==> config.mk <==
export PLATFORM = sky130hd
export DESIGN_NAME = mhpq_ctrl
export DESIGN_NICKNAME = d
export VERILOG_FILES = /design/src/mhpq_pkg.sv /design/src/mhpq_ctrl.sv
export SDC_FILE = /design/constraint.sdc
export NUM_CORES = 1
export LEC_CHECK = 0
export BUFFER_PORTS_ARGS = -buffer_cell sky130_fd_sc_hd__clkbuf_2
export CAP_MARGIN = 20
export CORE_ASPECT_RATIO = 0.5
export CORE_UTILIZATION = 25
export DETAILED_ROUTE_END_ITERATION = 8
export PLACE_DENSITY = 0.61
export RECOVER_POWER = 25
export SETUP_SLACK_MARGIN = 0.3
export SLEW_MARGIN = 25
export SYNTH_ARGS = -nofsm -noshare
export SYNTH_HDL_FRONTEND = slang
export SYNTH_SLANG_ARGS = --single-unit
==> constraint.sdc <==
create_clock -name aclk -period 1.3 [get_ports aclk]
set_input_delay 0.065 -clock aclk [delete_from_list [all_inputs] [get_ports aclk]]
set_output_delay 0.065 -clock aclk [all_outputs]
set_load 0.02 [all_outputs]
==> src/mhpq_pkg.sv <==
`timescale 1ns / 1ps
// ----------------------------------------------------------------------------
// mhpq_pkg: shared types and constants for the min-heap priority queue
// Entry layout, payload structs, opcodes, status codes and controller states.
// ----------------------------------------------------------------------------
package mhpq_pkg;

    localparam int CAPACITY  = 1024;
    localparam int NODE_BITS = 16;
    localparam int DIST_BITS = 31;
    localparam int POS_BITS  = $clog2(CAPACITY + 1);
    localparam int ADDR_BITS = $clog2(CAPACITY);
    localparam int W_BITS    = 16;

    localparam logic [DIST_BITS-1:0] DIST_INF = {DIST_BITS{1'b1}};

    typedef enum logic [1:0] {
        OP_INSERT  = 2'd0,
        OP_EXTRACT = 2'd1,
        OP_RELAX   = 2'd2,
        OP_RELAX_P = 2'd3
    } op_t;

    typedef enum logic [1:0] {
        ST_OK    = 2'd0,
        ST_FULL  = 2'd1,
        ST_EMPTY = 2'd2,
        ST_BADPOS = 2'd3
    } status_t;

    typedef struct packed {
        logic [NODE_BITS-1:0] node;
        logic [NODE_BITS-1:0] pred;
        logic [DIST_BITS-1:0] distance;
    } entry_t;

    typedef struct packed {
        logic [1:0]           operation;
        logic [NODE_BITS-1:0] node_id;
        logic [NODE_BITS-1:0] predecessor;
        logic [DIST_BITS-1:0] distance;
        logic [W_BITS-1:0]    weight;
        logic [POS_BITS-1:0]  position;
        logic [POS_BITS-1:0]  source_position;
    } in_item_t;

    typedef struct packed {
        logic [1:0]           status;
        logic                 extracted_valid;
        logic [NODE_BITS-1:0] out_node;
        logic [NODE_BITS-1:0] out_predecessor;
        logic [DIST_BITS-1:0] out_distance;
        logic [POS_BITS-1:0]  entry_count;
    } out_item_t;

    typedef enum logic [3:0] {
        S_IDLE,
        S_DECODE,
        S_SRC_RD,
        S_SRC_WAIT,
        S_TGT_RD,
        S_TGT_WAIT,
        S_UP_RD,
        S_UP_WAIT,
        S_DN_RD,
        S_DN_WAIT,
        S_DN_RIGHT,
        S_DN_DECIDE,
        S_EXT_LAST,
        S_EXT_WAIT,
        S_DONE
    } state_t;

    // controller -> datapath commands
    typedef struct packed {
        logic load_in;       // latch input item
        logic rd_root;       // read position 1
        logic rd_last;       // read position count
        logic rd_src;        // read source position
        logic rd_pos;        // read current position
        logic rd_parent;     // read parent of current position
        logic rd_left;       // read left child
        logic rd_right;      // read right child
        logic cap_root;      // latch root as the extracted entry
        logic cap_cur;       // latch read data as carried entry
        logic cap_base;      // latch read data distance as base
        logic cap_left;      // latch read data as left child
        logic lower;         // lower carried entry key
        logic wr_new;        // append inserted entry, set cur to new count
        logic dec_count;     // drop count on extract
        logic up_move;       // write parent into cur, cur <= parent
        logic up_place;      // write carried entry at cur
        logic dn_move;       // write best child into cur, cur <= best
        logic dn_right;      // best child is the right one
        logic set_status;    // record status
        status_t status;
        logic out_load;      // load result register
    } dp_cmd_t;

    // datapath -> controller status
    typedef struct packed {
        op_t  op;
        logic full;
        logic empty;
        logic pos_bad;
        logic src_bad;
        logic lowers;       // candidate below stored distance
        logic at_root;
        logic parent_gt;    // parent dist > carried dist
        logic has_left;
        logic has_right;
        logic left_lt;      // left dist < carried dist
        logic right_best;   // right strictly smaller than current best
    } dp_stat_t;

endpackage

==> src/mhpq_ctrl.sv <==
`timescale 1ns / 1ps
// ----------------------------------------------------------------------------
// mhpq_ctrl: operation sequencer for the min-heap
// Walks validation, key lowering, sift up and sift down one level at a time.
// ----------------------------------------------------------------------------
module mhpq_ctrl (
    input  logic               aclk,
    input  logic               aresetn,
    input  logic               s_valid,
    output logic               s_ready,
    output logic               m_valid,
    input  logic               m_ready,
    input  mhpq_pkg::dp_stat_t stat,
    output mhpq_pkg::dp_cmd_t  cmd
);

    mhpq_pkg::state_t state_reg, state_next;
    logic             m_valid_reg, m_valid_next;

    always_ff @(posedge aclk) begin
        if (!aresetn) begin
            state_reg   <= mhpq_pkg::S_IDLE;
            m_valid_reg <= 1'b0;
        end else begin
            state_reg   <= state_next;
            m_valid_reg <= m_valid_next;
        end
    end

    assign m_valid = m_valid_reg;

    // Next state and commands
    always_comb begin
        state_next    = state_reg;
        m_valid_next  = m_valid_reg && !m_ready;
        cmd           = '0;
        cmd.status    = mhpq_pkg::ST_OK;
        s_ready       = 1'b0;
        case (state_reg)
            mhpq_pkg::S_IDLE: begin
                s_ready = 1'b1;
                if (s_valid) begin
                    cmd.load_in = 1'b1;
                    state_next  = mhpq_pkg::S_DECODE;
                end
            end
            mhpq_pkg::S_DECODE: begin
                cmd.set_status = 1'b1;
                case (stat.op)
                    mhpq_pkg::OP_INSERT: begin
                        if (stat.full) begin
                            cmd.status = mhpq_pkg::ST_FULL;
                            state_next = mhpq_pkg::S_DONE;
                        end else begin
                            cmd.wr_new = 1'b1;
                            state_next = mhpq_pkg::S_UP_RD;
                        end
                    end
                    mhpq_pkg::OP_EXTRACT: begin
                        if (stat.empty) begin
                            cmd.status = mhpq_pkg::ST_EMPTY;
                            state_next = mhpq_pkg::S_DONE;
                        end else begin
                            cmd.rd_root = 1'b1;
                            state_next  = mhpq_pkg::S_EXT_LAST;
                        end
                    end
                    mhpq_pkg::OP_RELAX: begin
                        if (stat.pos_bad) begin
                            cmd.status = mhpq_pkg::ST_BADPOS;
                            state_next = mhpq_pkg::S_DONE;
                        end else begin
                            state_next = mhpq_pkg::S_TGT_RD;
                        end
                    end
                    default: begin
                        if (stat.pos_bad || stat.src_bad) begin
                            cmd.status = mhpq_pkg::ST_BADPOS;
                            state_next = mhpq_pkg::S_DONE;
                        end else begin
                            state_next = mhpq_pkg::S_SRC_RD;
                        end
                    end
                endcase
            end
            mhpq_pkg::S_SRC_RD: begin
                cmd.rd_src = 1'b1;
                state_next = mhpq_pkg::S_SRC_WAIT;
            end
            mhpq_pkg::S_SRC_WAIT: begin
                cmd.cap_base = 1'b1;
                state_next   = mhpq_pkg::S_TGT_RD;
            end
            mhpq_pkg::S_TGT_RD: begin
                cmd.rd_pos = 1'b1;
                state_next = mhpq_pkg::S_TGT_WAIT;
            end
            mhpq_pkg::S_TGT_WAIT: begin
                cmd.cap_cur = 1'b1;
                state_next  = mhpq_pkg::S_DN_DECIDE;
            end
            mhpq_pkg::S_DN_DECIDE: begin
                // lower check for relax (carried entry now valid)
                if (stat.lowers) begin
                    cmd.lower  = 1'b1;
                    state_next = mhpq_pkg::S_UP_RD;
                end else begin
                    state_next = mhpq_pkg::S_DONE;
                end
            end
            mhpq_pkg::S_EXT_LAST: begin
                cmd.cap_root = 1'b1;
                cmd.rd_last  = 1'b1;
                state_next   = mhpq_pkg::S_EXT_WAIT;
            end
            mhpq_pkg::S_EXT_WAIT: begin
                cmd.cap_cur   = 1'b1;
                cmd.dec_count = 1'b1;
                state_next    = mhpq_pkg::S_DN_RD;
            end
            mhpq_pkg::S_UP_RD: begin
                if (stat.at_root) begin
                    cmd.up_place = 1'b1;
                    state_next   = mhpq_pkg::S_DONE;
                end else begin
                    cmd.rd_parent = 1'b1;
                    state_next    = mhpq_pkg::S_UP_WAIT;
                end
            end
            mhpq_pkg::S_UP_WAIT: begin
                if (stat.parent_gt) begin
                    cmd.up_move = 1'b1;
                    state_next  = mhpq_pkg::S_UP_RD;
                end else begin
                    cmd.up_place = 1'b1;
                    state_next   = mhpq_pkg::S_DONE;
                end
            end
            mhpq_pkg::S_DN_RD: begin
                if (stat.has_left) begin
                    cmd.rd_left = 1'b1;
                    state_next  = mhpq_pkg::S_DN_WAIT;
                end else begin
                    cmd.up_place = 1'b1;
                    state_next   = mhpq_pkg::S_DONE;
                end
            end
            mhpq_pkg::S_DN_WAIT: begin
                cmd.cap_left = 1'b1;
                if (stat.has_right) begin
                    cmd.rd_right = 1'b1;
                end
                state_next = mhpq_pkg::S_DN_RIGHT;
            end
            mhpq_pkg::S_DN_RIGHT: begin
                // read data holds right child when present, else left child
                if (stat.has_right && stat.right_best) begin
                    cmd.dn_right = 1'b1;
                    cmd.dn_move  = 1'b1;
                    state_next   = mhpq_pkg::S_DN_RD;
                end else if (stat.left_lt) begin
                    // left child is in left_ent register; move it
                    cmd.dn_move = 1'b1;
                    state_next  = mhpq_pkg::S_DN_RD;
                end else begin
                    cmd.up_place = 1'b1;
                    state_next   = mhpq_pkg::S_DONE;
                end
            end
            mhpq_pkg::S_DONE: begin
                if (!m_valid_reg || m_ready) begin
                    cmd.out_load = 1'b1;
                    m_valid_next = 1'b1;
                    state_next   = mhpq_pkg::S_IDLE;
                end
            end
            default: begin
                state_next = mhpq_pkg::S_IDLE;
            end
        endcase
    end

`ifndef SYNTHESIS
    a_ready_idle: assert property (@(posedge aclk) disable iff (!aresetn)
        s_ready |-> state_reg == mhpq_pkg::S_IDLE)
        else $error("ready outside idle");
    a_load_accept: assert property (@(posedge aclk) disable iff (!aresetn)
        cmd.load_in |-> s_valid && s_ready)
        else $error("load without accept");
    a_out_load_valid: assert property (@(posedge aclk) disable iff (!aresetn)
        cmd.out_load |=> m_valid)
        else $error("result not presented");
`endif

endmodule
After elaboration in Yosys (flattened, before gate mapping)
Cells that the tools add are included. W data, S select, Z words.

Reduce and logical (&&, ||, !) cells: 10. Mux-type cells: 60. Eq/ne operators: 18.

Operators with widths (number): $pmux W4 S15 (1); $mux W1 (39); $mux W4 (9); $eq A4 B4 Y1 const B (7); $eq A4 B3 Y1 const B (4); $pmux W4 S3 (1); $mux W2 (5); $mux W3 (3); $eq A4 B2 Y1 const B (2); $pmux W2 S3 (1); $eq A4 B1 Y1 const B (1); $logic_not A4 Y1 (1); $ne A2 B2 Y1 const B (2); $pmux W1 S4 (1); $eq A2 B1 Y1 const B (1); $eq A2 B2 Y1 const B (1); $logic_and A1 B1 Y1 (2); $logic_not A1 Y1 (2); $logic_not A2 Y1 (1); $logic_or A1 B1 Y1 (2); $reduce_and A2 Y1 (1); $reduce_or A2 Y1 (1).

Input port bits: 17. Output and inout port bits: 25. Register bits: 5. Word-level logic and storage cells: 90.

Logic depth before layout (Yosys ltp)
Word-level depth: 4. Depth in mapped cells: 6. Mapped depth without buffers: 4.

Worst setup path before layout
Ideal clock, no wire load.

Kind: register -> output. Start: register state_reg[0]. End: output cmd[1] (netlist bit). Slack: -0.077 ns. Arrival: 1.312 ns. Cell stages (with the launch flop): 5. Cell sequence: dfxtp_1 buf_2 nor2b_1 nand2_1 nor3_1.

RTL lines: start, declared (RTL line mhpq_ctrl.sv:17) `mhpq_pkg::state_t state_reg, state_next;`; start signal, assigned (RTL line mhpq_ctrl.sv:22) `state_reg <= mhpq_pkg::S_IDLE;`; start signal, assigned (RTL line mhpq_ctrl.sv:25) `state_reg <= state_next;`; end, declared (RTL line mhpq_ctrl.sv:14) `output mhpq_pkg::dp_cmd_t cmd`.

==> results by group <==
Setup path
  • Max stage delay on crit path: 0.38 ns
  • CP arrival: 1.33 ns
  • Worst Path Buf+Inv: 2
  • Critical path type: reg2out
  • Crit path from: state_reg[2]
  • Crit. End Element: primary output
  • Slowest cell on crit path: dfxtp_4
  • Worst endpoint required time: 1.24 ns
  • CP cell instances: buf_12 -> nor2_4 -> nand2_2 -> o21ai_2 -> clkbuf_8
  • CP top delay family: flip-flops
  • Peak fanout along the critical path: 7
  • Reg2reg start: state_reg[1]
  • Worst r2r dst: state_reg[2]
  • Worst Reg-to-Reg Cells: 5
  • Worst setup SP type: register
  • Flop-to-flop setup slack: -0.03 ns

Routing
  • Total Wirelength: 3480 um
  • DR WL/cell: 16.8 um
  • ANT nets after route: 0
  • First-iteration detailed-routing DRC count: 84
  • Via count: 1077
  • DRT Pass-1 Iters: 4
  • DR vias/cell: 5.20
  • Drc violations: 0

Floorplan
  • Total die area: 0.00288 mm^2
  • DIE HEIGHT: 38.5 um
  • Initial Util: 0.282
  • CORE AREA: 0.00236 mm^2
  • IO Pins: 42
  • Rows: 12
  • Die Width: 74.9 um

Worst hold path
  • Hold Path Stages: 2
  • HP Class: in2reg
  • Hold wc startpoint: aresetn
  • Hold EP: state_reg[1]

Logic synthesis
  • #FFs+latches synth: 5
  • XOR/XNOR Fraction of Synth Area: 0
  • Syn Nets: 121
  • Largest family of logic cells by synthesized area: simple AND/OR/NAND/NOR gates
  • Sequential cell area fraction in the yosys report: 0.151
  • Yosys cell types: 32
  • Post-Synth Adder-Cell Area: 0
  • Synth Area in Simple Gates: 0.475
  • Yosys warns: 0
  • Mean post-synth cell area: 6.39 um^2
  • Compound-Gate Fraction of Synth Area: 0.273
  • Synth Instances: 104
  • Multiplexer share of the synthesized area: 0
  • Post-Syn Area: 664 um^2

STA
  • Final Hold Violating Endpoints: 0
  • Fin Clk Skew: 0.0101 ns
  • RSZ-0062 raised after global routing: true
  • Setup ws final: -0.0943 ns
  • Final worst path period need: 1.39 ns
  • Max frequency: 0.717 GHz
  • Tcrit/Tclk final: 1.07
  • Setup violators final: 8
  • Slew @ Worst Pin: 0.302 ns
  • Slew HR: 0.799
  • Max Slew Vio Count: 0

Final layout
  • Finished Core Util: 0.762
  • # nets final: 190
  • Most common cell after layout, fill and taps aside: buf_6
  • Antenna cells: 0
  • Share of cells above drive strength 1: 0.762
  • Max FFs per register: 4
  • Design area: 0.00180 mm^2
  • Area growth, synth to finish: 170%
  • Most frequent cells in the layout: 19 x buf_6, 16 x clkbuf_2, 15 x buf_8

Power
  • Lkg Pwr: 0.759 nW
  • PD cells: 2400 mW/mm^2
  • Worst VDD drop: 1.41 mV
  • Power, Total: 4.32 mW

Clock network
  • CTS Buffer Depth: 2
  • H-tree depth: 1
  • Worst skew pair latency: 0.24 ns
  • Clock-pin slew on the worst setup and hold paths: 0.03 ns
  • CTS tree: yes
  • CTS buffer count: 3
  • Root Driver: clkbuf_8
  • TritonCTS Sinks: 5
  • CTS Hold Bufs: 0

Job
  • Max-cap violations: 0

Place
  • Hpwl dp: 1780 um
  • Gpl congestion: 0.830
  • Port bufs: 41
  • DP Worst Slack: 0.0441 ns
  • DP Area: 0.00116 mm^2

Run status
  • Status: complete, but fails checks
  • Violated checks: setup timing

Global routing
  • Total track usage: 0.222
  • Vias in the first global route: 945
  • Grt ovf: 0
  • Initial antenna violation count: 0
  • Largest net degree at the start of global routing: 9
  • First-pass GRT wire length: 4490 um
-- per-layer routing --
layer | part of all wire | global-route usage | up-vias
met5 | 0 | 0 | -
met4 | 0.024 | 0.123 | 0
met3 | 0.060 | 0.0395 | 9
met2 | 0.53 | 0.387 | 49
met1 | 0.39 | 0.264 | 513
li1 | - | - | 506
-- worst register-to-register path, delay by kind of cell, from the launching register on --
family | cells | cell delay [ns]
buffers and inverters | 2 | 0.24
AOI/OAI and AO/OA | 3 | 0.55
DFF | 1 | 0.43
-- power breakdown --
group	switching [mW]	internal, mW
clock network	0.100	0.213
registers	0.221	0.262
logic	1.70	1.82
total	2.02	2.30
-- worst max path at each step --
stage / end / slack [ns] / depth (start not counted)
6_report: cmd[6] / -0.09 / 5
3_5_place_dp: state_reg[0] / 0.04 / 5
2_1_floorplan: state_reg[3] / 0.19 / 6
5_1_grt: cmd[6] / -0.11 / 5
4_1_cts: cmd[4] / -0.03 / 4
3_3_place_gp: state_reg[0] / 0.06 / 5
-- cells in the mapped netlist (all sizes together) --
| library cell | count | area [um^2] |
|---|---|---|
| o21a | 1 | 7.51 |
| a21oi | 9 | 45.0 |
| and2b | 1 | 7.51 |
| a22oi | 2 | 15.0 |
| o2111a | 1 | 11.3 |
| a211o | 1 | 8.76 |
| nor4bb | 1 | 10.0 |
| a21boi | 1 | 7.51 |
| nand2b | 7 | 46.3 |
| dfxtp | 5 | 100 |
| nand3 | 3 | 15.0 |
| nor4 | 1 | 6.26 |
| inv | 3 | 11.3 |
| or3b | 2 | 17.5 |
| or3 | 2 | 12.5 |
| nand2 | 8 | 30.0 |
| clkbuf | 1 | 3.75 |
| nor2b | 7 | 43.8 |
| o21ai | 7 | 35.0 |
| o2111ai | 1 | 8.76 |
| o31a | 3 | 26.3 |
| nor2 | 16 | 60.1 |
| nor3 | 7 | 35.0 |
| buf | 7 | 52.5 |
| a21o | 2 | 16.3 |
| or2 | 2 | 12.5 |
| and3 | 3 | 18.8 |
-- layout make-up --
type | instances | area [um^2]
Multi-Input combinational cell | 88 | 842
Clock buffer | 4 | 45.0
Sequential cell | 5 | 115
Timing Repair Buffer | 72 | 737
Tap cell | 35 | 43.8
Inverter | 3 | 13.8
Fill cell | 148 | 561
-- timing repair --
| item | CTS | global route |
|---|---|---|
| gates resized for setup | 81 | 47 |
| hold endpoints to repair | 0 | 0 |
| pin swaps | 17 | 10 |
| buffers inserted | 10 | 5 |
| setup endpoints to repair | 29 | 29 |
-- stage by stage --
step	setup TNS, ns	instances	hold WS (ns)
final	-0.386	207	0.118
after global routing	-0.796	207	0.121
after CTS	-0.118	202	0.121
after detailed placement	0	188	0.351
after global placement	0	188	0.353
after floorplan	0	104	0.166
-- cell families after synthesis --
| logic type | Yosys count |
|---|---|
| AOI/OAI and AO/OA | 28 |
| buffers and inverters | 11 |
| DFF | 5 |
| and+or+nand+nor | 60 |
(Power assumes the default switching activity.)
